## config.mk

```make
export PLATFORM = sky130hd
export DESIGN_NAME = scaled_decimal_multiply
export DESIGN_NICKNAME = d
export VERILOG_FILES = /design/src/rtl/sdm_pkg.sv /design/src/rtl/sdm_div10.sv /design/src/rtl/scaled_decimal_multiply.sv
export SDC_FILE = /design/constraint.sdc
export NUM_CORES = 2
export LEC_CHECK = 0
export BUFFER_PORTS_ARGS = -buffer_cell sky130_fd_sc_hd__buf_2
export CAP_MARGIN = 10
export CORE_MARGIN = 3
export CORE_UTILIZATION = 45
export CTS_BUF_LIST = sky130_fd_sc_hd__clkbuf_8
export DETAILED_ROUTE_END_ITERATION = 8
export PLACE_DENSITY = 0.69
export RECOVER_POWER = 50
export SLEW_MARGIN = 30
export SYNTH_ARGS = -nofsm -noshare
export SYNTH_HDL_FRONTEND = slang
export SYNTH_SLANG_ARGS = --single-unit
```

## constraint.sdc

```tcl
create_clock -name i_clk -period 29.8 [get_ports i_clk]
set_clock_uncertainty 0.15 [all_clocks]
set_input_delay 8.94 -clock i_clk [delete_from_list [all_inputs] [get_ports i_clk]]
set_output_delay 8.94 -clock i_clk [all_outputs]
set_load 0.005 [all_outputs]
```

## src/rtl/sdm_pkg.sv

```systemverilog
package sdm_pkg;

    localparam int MantBits  = 96;
    localparam int WideBits  = 192;
    localparam int MaxScale  = 28;
    localparam int ScaleBits = 5;
    localparam int SumBits   = 6;
    localparam int DigitBits = 4;
    localparam int BitCntW   = 8;

    typedef enum logic [1:0] {
        OUT_OK       = 2'd0,
        OUT_OVERFLOW = 2'd1,
        OUT_ZERO     = 2'd2
    } t_outcome;

    typedef struct packed {
        logic [63:0] a_mantissa_low;
        logic [31:0] a_mantissa_high;
        logic [4:0]  a_scale;
        logic        a_negative;
        logic [63:0] b_mantissa_low;
        logic [31:0] b_mantissa_high;
        logic [4:0]  b_scale;
        logic        b_negative;
    } t_in_req;

    typedef struct packed {
        logic [63:0] product_mantissa_low;
        logic [31:0] product_mantissa_high;
        logic [4:0]  product_scale;
        logic        product_negative;
        logic [1:0]  outcome;
    } t_out_req;

    typedef enum logic [3:0] {
        ST_IDLE,
        ST_MUL,
        ST_CHECK,
        ST_DIV,
        ST_ROUND,
        ST_INC,
        ST_FIXUP,
        ST_RDIV,
        ST_DONE
    } t_state;

    // control from sequencer to the serial divide-by-ten unit
    typedef struct packed {
        logic start;
    } t_div_ctl;

    typedef struct packed {
        logic busy;
        logic done;
    } t_div_sts;

endpackage

```

## src/rtl/sdm_div10.sv

```systemverilog
// bit-serial divide by ten, msb first, one quotient bit per cycle
module sdm_div10 (
    input  logic                                i_clk,
    input  logic                                i_rst_n,
    input  sdm_pkg::t_div_ctl                   i_ctl,
    input  logic [sdm_pkg::WideBits-1:0]        i_value,
    output sdm_pkg::t_div_sts                   o_sts,
    output logic [sdm_pkg::WideBits-1:0]        o_quot,
    output logic [sdm_pkg::DigitBits-1:0]       o_rem
);

    logic [sdm_pkg::WideBits-1:0]  r_sh, n_sh;
    logic [sdm_pkg::DigitBits-1:0] r_rem, n_rem;
    logic [sdm_pkg::BitCntW-1:0]   r_cnt, n_cnt;
    logic                          r_busy, n_busy;
    logic                          r_done, n_done;
    logic [sdm_pkg::DigitBits:0]   w_trial;

    always_comb begin
        n_sh    = r_sh;
        n_rem   = r_rem;
        n_cnt   = r_cnt;
        n_busy  = r_busy;
        n_done  = 1'b0;
        w_trial = {r_rem, r_sh[sdm_pkg::WideBits-1]};
        if (i_ctl.start) begin
            n_sh   = i_value;
            n_rem  = '0;
            n_cnt  = sdm_pkg::BitCntW'(sdm_pkg::WideBits);
            n_busy = 1'b1;
        end else if (r_busy) begin
            if (w_trial >= 5'd10) begin
                n_rem = sdm_pkg::DigitBits'(w_trial - 5'd10);
                n_sh  = {r_sh[sdm_pkg::WideBits-2:0], 1'b1};
            end else begin
                n_rem = w_trial[sdm_pkg::DigitBits-1:0];
                n_sh  = {r_sh[sdm_pkg::WideBits-2:0], 1'b0};
            end
            n_cnt = r_cnt - 1'b1;
            if (r_cnt == sdm_pkg::BitCntW'(1)) begin
                n_busy = 1'b0;
                n_done = 1'b1;
            end
        end
    end

    always_ff @(posedge i_clk) begin
        if (!i_rst_n) begin
            r_busy <= 1'b0;
            r_done <= 1'b0;
            r_cnt  <= '0;
        end else begin
            r_busy <= n_busy;
            r_done <= n_done;
            r_cnt  <= n_cnt;
        end
        r_sh  <= n_sh;
        r_rem <= n_rem;
    end

    assign o_quot      = r_sh;
    assign o_rem       = r_rem;
    assign o_sts.busy  = r_busy;
    assign o_sts.done  = r_done;

`ifndef ASSERT_OFF
    a_rem_range: assert property (@(posedge i_clk) disable iff (!i_rst_n)
        r_busy |-> r_rem < 4'd10) else $error("remainder out of range");
    a_done_after_busy: assert property (@(posedge i_clk) disable iff (!i_rst_n)
        r_done |-> $past(r_busy)) else $error("done without busy");
    a_no_restart: assert property (@(posedge i_clk) disable iff (!i_rst_n)
        r_busy |-> !i_ctl.start) else $error("start while busy");
`endif

endmodule

```

## src/rtl/scaled_decimal_multiply.sv

```systemverilog
// sequence: a serial shift-and-add multiply over the 96 bits of b, then as many divide-by-ten
// passes (check, serial divide over 192 bits, done) as the scale needs, and a rounding
// step that retries with a further pass when its carry spills past 96 bits
// throughput: one request at a time, o_stall high until the sequencer returns to idle; the
// divide-by-ten unit is bit-serial, one bit per cycle over 192 bits
// reset: synchronous active-low i_rst_n returns the sequencer to idle, output empty
module scaled_decimal_multiply (
    input  logic              i_clk,
    input  logic              i_rst_n,
    input  logic              i_valid,
    output logic              o_stall,
    input  sdm_pkg::t_in_req  i_data,
    output logic              o_valid,
    input  logic              i_stall,
    output sdm_pkg::t_out_req o_data
);

    localparam int W = sdm_pkg::WideBits;
    localparam int M = sdm_pkg::MantBits;

    sdm_pkg::t_state r_state, n_state;

    logic [W-1:0]                  r_acc, n_acc;
    logic [W-1:0]                  r_a, n_a;
    logic [M-1:0]                  r_b, n_b;
    logic [sdm_pkg::BitCntW-1:0]   r_cnt, n_cnt;
    logic [sdm_pkg::SumBits-1:0]   r_scale, n_scale;
    logic [sdm_pkg::DigitBits-1:0] r_digit, n_digit;
    logic                          r_reduced, n_reduced;
    logic                          r_neg, n_neg;
    logic                          r_ovf, n_ovf;
    logic                          r_ovalid, n_ovalid;
    sdm_pkg::t_out_req             r_out, n_out;

    sdm_pkg::t_div_ctl             w_dctl;
    sdm_pkg::t_div_sts             w_dsts;
    logic [W-1:0]                  w_quot;
    logic [sdm_pkg::DigitBits-1:0] w_rem;
    logic                          w_wide;
    logic                          w_round;

    sdm_div10 u_div (
        .i_clk   (i_clk),
        .i_rst_n (i_rst_n),
        .i_ctl   (w_dctl),
        .i_value (r_acc),
        .o_sts   (w_dsts),
        .o_quot  (w_quot),
        .o_rem   (w_rem)
    );

    assign w_wide  = |r_acc[W-1:M];
    assign w_round = (r_digit > 4'd5) || (r_digit == 4'd5 && r_acc[0]);

    always_comb begin
        n_state   = r_state;
        n_acc     = r_acc;
        n_a       = r_a;
        n_b       = r_b;
        n_cnt     = r_cnt;
        n_scale   = r_scale;
        n_digit   = r_digit;
        n_reduced = r_reduced;
        n_neg     = r_neg;
        n_ovf     = r_ovf;
        n_ovalid  = r_ovalid;
        n_out     = r_out;
        w_dctl.start = 1'b0;
        if (r_ovalid && !i_stall) n_ovalid = 1'b0;
        unique case (r_state)
            sdm_pkg::ST_IDLE: begin
                if (i_valid) begin
                    n_acc     = '0;
                    n_a       = {(W-M)'(0), i_data.a_mantissa_high, i_data.a_mantissa_low};
                    n_b       = {i_data.b_mantissa_high, i_data.b_mantissa_low};
                    n_cnt     = sdm_pkg::BitCntW'(M);
                    n_scale   = sdm_pkg::SumBits'(i_data.a_scale)
                              + sdm_pkg::SumBits'(i_data.b_scale);
                    n_neg     = i_data.a_negative ^ i_data.b_negative;
                    n_reduced = 1'b0;
                    n_ovf     = 1'b0;
                    n_digit   = '0;
                    n_state   = sdm_pkg::ST_MUL;
                end
            end
            sdm_pkg::ST_MUL: begin
                if (r_b[0]) n_acc = r_acc + r_a;
                n_a   = {r_a[W-2:0], 1'b0};
                n_b   = {1'b0, r_b[M-1:1]};
                n_cnt = r_cnt - 1'b1;
                if (r_cnt == sdm_pkg::BitCntW'(1)) n_state = sdm_pkg::ST_CHECK;
            end
            sdm_pkg::ST_CHECK: begin
                if (r_scale != '0 &&
                    (w_wide || r_scale > sdm_pkg::SumBits'(sdm_pkg::MaxScale))) begin
                    w_dctl.start = 1'b1;
                    n_state = sdm_pkg::ST_DIV;
                end else if (w_wide) begin
                    n_ovf   = 1'b1;
                    n_state = sdm_pkg::ST_DONE;
                end else if (r_reduced) begin
                    n_state = sdm_pkg::ST_ROUND;
                end else begin
                    n_state = sdm_pkg::ST_DONE;
                end
            end
            sdm_pkg::ST_DIV: begin
                if (w_dsts.done) begin
                    n_acc     = w_quot;
                    n_digit   = w_rem;
                    n_scale   = r_scale - 1'b1;
                    n_reduced = 1'b1;
                    n_state   = sdm_pkg::ST_CHECK;
                end
            end
            sdm_pkg::ST_ROUND: begin
                if (w_round) begin
                    n_acc   = r_acc + 1'b1;
                    n_state = sdm_pkg::ST_INC;
                end else begin
                    n_state = sdm_pkg::ST_DONE;
                end
            end
            sdm_pkg::ST_INC: begin
                if (!w_wide) begin
                    n_state = sdm_pkg::ST_DONE;
                end else begin
                    n_acc   = r_acc - 1'b1;
                    n_state = sdm_pkg::ST_FIXUP;
                end
            end
            sdm_pkg::ST_FIXUP: begin
                if (r_scale == '0) begin
                    n_ovf   = 1'b1;
                    n_state = sdm_pkg::ST_DONE;
                end else begin
                    w_dctl.start = 1'b1;
                    n_state = sdm_pkg::ST_RDIV;
                end
            end
            sdm_pkg::ST_RDIV: begin
                if (w_dsts.done) begin
                    n_acc   = w_quot;
                    n_digit = w_rem;
                    n_scale = r_scale - 1'b1;
                    n_state = sdm_pkg::ST_ROUND;
                end
            end
            sdm_pkg::ST_DONE: begin
                // output register must be free before the result is loaded
                if (!r_ovalid || !i_stall) begin
                    n_ovalid = 1'b1;
                    n_out.product_negative = r_neg;
                    if (r_ovf) begin
                        n_out.product_mantissa_low  = '0;
                        n_out.product_mantissa_high = '0;
                        n_out.product_scale         = '0;
                        n_out.outcome               = sdm_pkg::OUT_OVERFLOW;
                    end else begin
                        n_out.product_mantissa_low  = r_acc[63:0];
                        n_out.product_mantissa_high = r_acc[M-1:64];
                        n_out.product_scale         = r_scale[sdm_pkg::ScaleBits-1:0];
                        n_out.outcome = (r_acc == '0) ? sdm_pkg::OUT_ZERO
                                                      : sdm_pkg::OUT_OK;
                    end
                    n_state = sdm_pkg::ST_IDLE;
                end
            end
            default: n_state = sdm_pkg::ST_IDLE;
        endcase
    end

    always_ff @(posedge i_clk) begin
        if (!i_rst_n) begin
            r_state  <= sdm_pkg::ST_IDLE;
            r_ovalid <= 1'b0;
        end else begin
            r_state  <= n_state;
            r_ovalid <= n_ovalid;
        end
        r_acc     <= n_acc;
        r_a       <= n_a;
        r_b       <= n_b;
        r_cnt     <= n_cnt;
        r_scale   <= n_scale;
        r_digit   <= n_digit;
        r_reduced <= n_reduced;
        r_neg     <= n_neg;
        r_ovf     <= n_ovf;
        r_out     <= n_out;
    end

    assign o_stall = (r_state != sdm_pkg::ST_IDLE);
    assign o_valid = r_ovalid;
    assign o_data  = r_out;

`ifndef ASSERT_OFF
    a_scale_fits: assert property (@(posedge i_clk) disable iff (!i_rst_n)
        (r_state == sdm_pkg::ST_DONE && !r_ovf) |-> r_scale <= 6'd28)
        else $error("scale above limit at result");
    a_fits_at_done: assert property (@(posedge i_clk) disable iff (!i_rst_n)
        (r_state == sdm_pkg::ST_DONE && !r_ovf) |-> !w_wide)
        else $error("mantissa too wide at result");
    a_ovf_zero_fields: assert property (@(posedge i_clk) disable iff (!i_rst_n)
        (o_valid && o_data.outcome == sdm_pkg::OUT_OVERFLOW) |->
        (o_data.product_scale == '0)) else $error("overflow with nonzero scale");
    a_digit_range: assert property (@(posedge i_clk) disable iff (!i_rst_n)
        (r_state == sdm_pkg::ST_ROUND) |-> r_digit < 4'd10)
        else $error("rounding digit out of range");
`endif

endmodule

```

==> out/results.ini <==
[cts]
ctsLongestPathBuffers=3
cts.sinks=816
cts-htree-levels=4
insertion_delay_ns=0.86
tritoncts=yes
cts_root_buf=clkbuf_8
clk_pin_slew_ns=0.06
post_cts_buffers=0
cts_hold_buffers=0
cts-buffers-inserted=143
ctsResizeCount=0

[pwr]
power.density_nw_per_um2=134
ir_worst_vdd_mv=0.0653
leakagePower_uw=0.0225

[outcome]
outcome=complete, but fails checks
violations=capacitance limit, slew limit

[synth]
synthTopCellsByCount=nand2_1, edfxtp_1, a21oi_1
ys_warn_count=0
synth-seq-cells=816
synth-edff-count=797
synth-async-reset-ratio=0
postSynthCellCount=5873
netlist.area_leader.share=0.461
yosysTopAreaCell=edfxtp_1
yosysUniqueCellTypes=85
synth_area_sq_um=51900
avgSynthCellArea_sq_um=8.84
syn_nets=6288
ys_seq_area_frac=0.468
synthTopCellsByArea=edfxtp_1, nand2_1, ha_1, a21oi_1, xnor2_1
synth_ff_type=edfxtp_1
yosysMostFrequentCell=nand2_1

[place]
place_ws_ns=17.01
portBuffers=313
gp_congestion=1.03
hpwl_mm=125
numPlacedInstances=7428

[setup_path]
crit_fanout=97
max_stage_delay_ns=4.30
reg2reg_slack_ns=17.09
critPathKind=reg2reg
reg2reg_to=u_div.o_quot[85]
worstPathRequired_ns=29.92
cp_cell_sequence=nor4_1 -> nand4_1 -> nor4_1 -> nand2_1 -> a21oi_1 -> o21bai_1 -> o211ai_1 -> clkbuf_1 -> nand2_1 -> clkbuf_1 -> clkbuf_1
cpMostUsedCell=clkbuf_1
startpoint_type=flip-flop
setup.worst_path.start=r_acc[153]
critPathArrivalTime_ns=12.83
r2r-start=r_acc[153]
cp-end-kind=flip-flop
critPathSlowestCell=clkbuf_1
reg2reg_depth=11

[job]
drv_cap=20

[timing]
fin_tns_setup_ns=0
worstMarginPinSlew_ns=5.96
rsz0062_at_grt=false
final-hold-violation-count=0
period_minus_slack_ns=12.71
setup_violations=0
setup_slack_ns=17.09
relSlewSlack=-2.97
max_freq_mhz=78.7
min_period_over_period=0.427
fin_hold_ws_ns=0.274
drv_slew=1112

[detailed_routing]
vias=45200
first_pass_iters=8
drt-vias-per-instance=5.88
wl_per_cell_microns=21.9
drtAntennaViolNets=0
wirelength_mm=169
drtIter0Drc=4672
post-route-drc-count=0

[worst_hold_path]
worst_hold_path.num_cells=0
hold_path_end=o_data[2]
hp-start=r_neg
hold_path_class=reg2reg

[grt]
grt_overflow=0
grt_usage=0.272
grt_max_degree=158
grt_first_pass_wirelength_mm=256
antenna_found_initial=2
grt_pass1_vias=42700

[layout]
drive_gt1_frac=0.0947
nNetsFinal=6490
final_cell_count_no_fill=7693
area_growth_pct=10.7

[floorplanning]
row_count=123
ios=314
die_area_sq_um=119000
fp.dieH_microns=346
fp.dieW_microns=346
core_area_sq_um=113000
initial_core_util=0.458

==> worst max-delay path, delay by kind of cell, from the launching register on <==
kind	cells	cell delay [ns]
and+or+nand+nor	5	2.61
AOI/OAI and AO/OA	3	0.50
DFF	1	0.52
buffers and inverters	3	8.07
==> through the flow <==
step	utilization	instance area, sq um	total power [uW]
final	0.507	57500	7720
after CTS	0.508	57600	7640
after floorplan	-	51900	5350
after detailed placement	0.483	54800	6540
after global routing	0.507	57500	8220
after global placement	0.482	54600	6490
==> state kept, by name, summed over array words and instances (netlist names), 4 cells and up <==
signal	count
r_state	4
o_data	104
r_a	192
r_digit	4
r_cnt	8
u_div.o_rem	4
r_acc	192
r_scale	6
u_div.o_quot	192
r_b	96
u_div.r_cnt	8
==> how the worst max path moves through the flow <==
stage	to	slack, ns	depth (start not counted)
6_report	u_div.o_quot[85]	17.09	11
4_1_cts	r_acc[115]	17.91	7
2_1_floorplan	r_acc[0]	11.45	3
3_3_place_gp	r_acc[111]	16.79	7
5_1_grt	u_div.o_quot[141]	16.29	11
3_5_place_dp	r_a[83]	17.01	6
==> layout by cell type (no fill, tap or decap), types with 25 or more instances in the layout <==
master	instances
nand2b_1	30
inv_1	129
nor3_1	128
o21bai_1	56
and3_1	31
a21o_1	99
a21oi_1	508
o31ai_1	25
o21a_1	36
nand3_1	71
or4_1	25
clkinv_1	26
xnor2_1	230
xor2_1	152
and2_1	62
edfxtp_1	797
nor4_1	102
nand4_1	119
nor2b_1	121
nand2_1	1636
clkbuf_8	151
ha_1	205
a31oi_1	43
o21ai_0	362
nor2_1	295
buf_2	306
or3_1	43
and2_0	59
==> per-layer routing <==
metal / part of all wire / global-route usage / vias up / routed length (microns)
li1: - / - / 21300 / -
met1: 0.43 / 0.380 / 21700 / 73300
met2: 0.45 / 0.423 / 1960 / 75800
met3: 0.075 / 0.0422 / 328 / 12700
met4: 0.041 / 0.110 / 0 / 6950
met5: 0 / 0 / - / 0
==> power breakdown <==
| part | total, uW | internal, uW | switching, uW |
|---|---|---|---|
| Combinational | 4100 | 1400 | 2700 |
| Clock | 1060 | 569 | 495 |
| Sequential | 2550 | 2060 | 492 |
==> cell type report <==
class | count | area, sq um
Inverter | 91 | 343
Clock inverter | 107 | 791
Sequential cell | 816 | 24300
Multi-Input combinational cell | 4664 | 26200
Antenna cell | 5 | 12.5
Timing Repair Buffer | 359 | 1890
Clock buffer | 151 | 2080
Fill cell | 10700 | 56000
Tap cell | 1500 | 1880
==> kinds of logic (layout without fill, tap and decap cells) <==
| group | Yosys count | in the layout | synth area share |
|---|---|---|---|
| AOI/OAI and AO/OA | 1265 | 1265 | 0.142 |
| xor gates and xnor gates | 382 | 382 | 0.0645 |
| adders and majority gates | 207 | 207 | 0.0502 |
| buffers and inverters | 393 | 708 | 0.0286 |
| DFF | 816 | 816 | 0.468 |
| muxes | 6 | 6 | 0.00116 |
| other | 0 | 5 | 0 |
| and+or+nand+nor | 2804 | 2804 | 0.245 |
No activity file was read; power rests on OpenSTA's default activity.
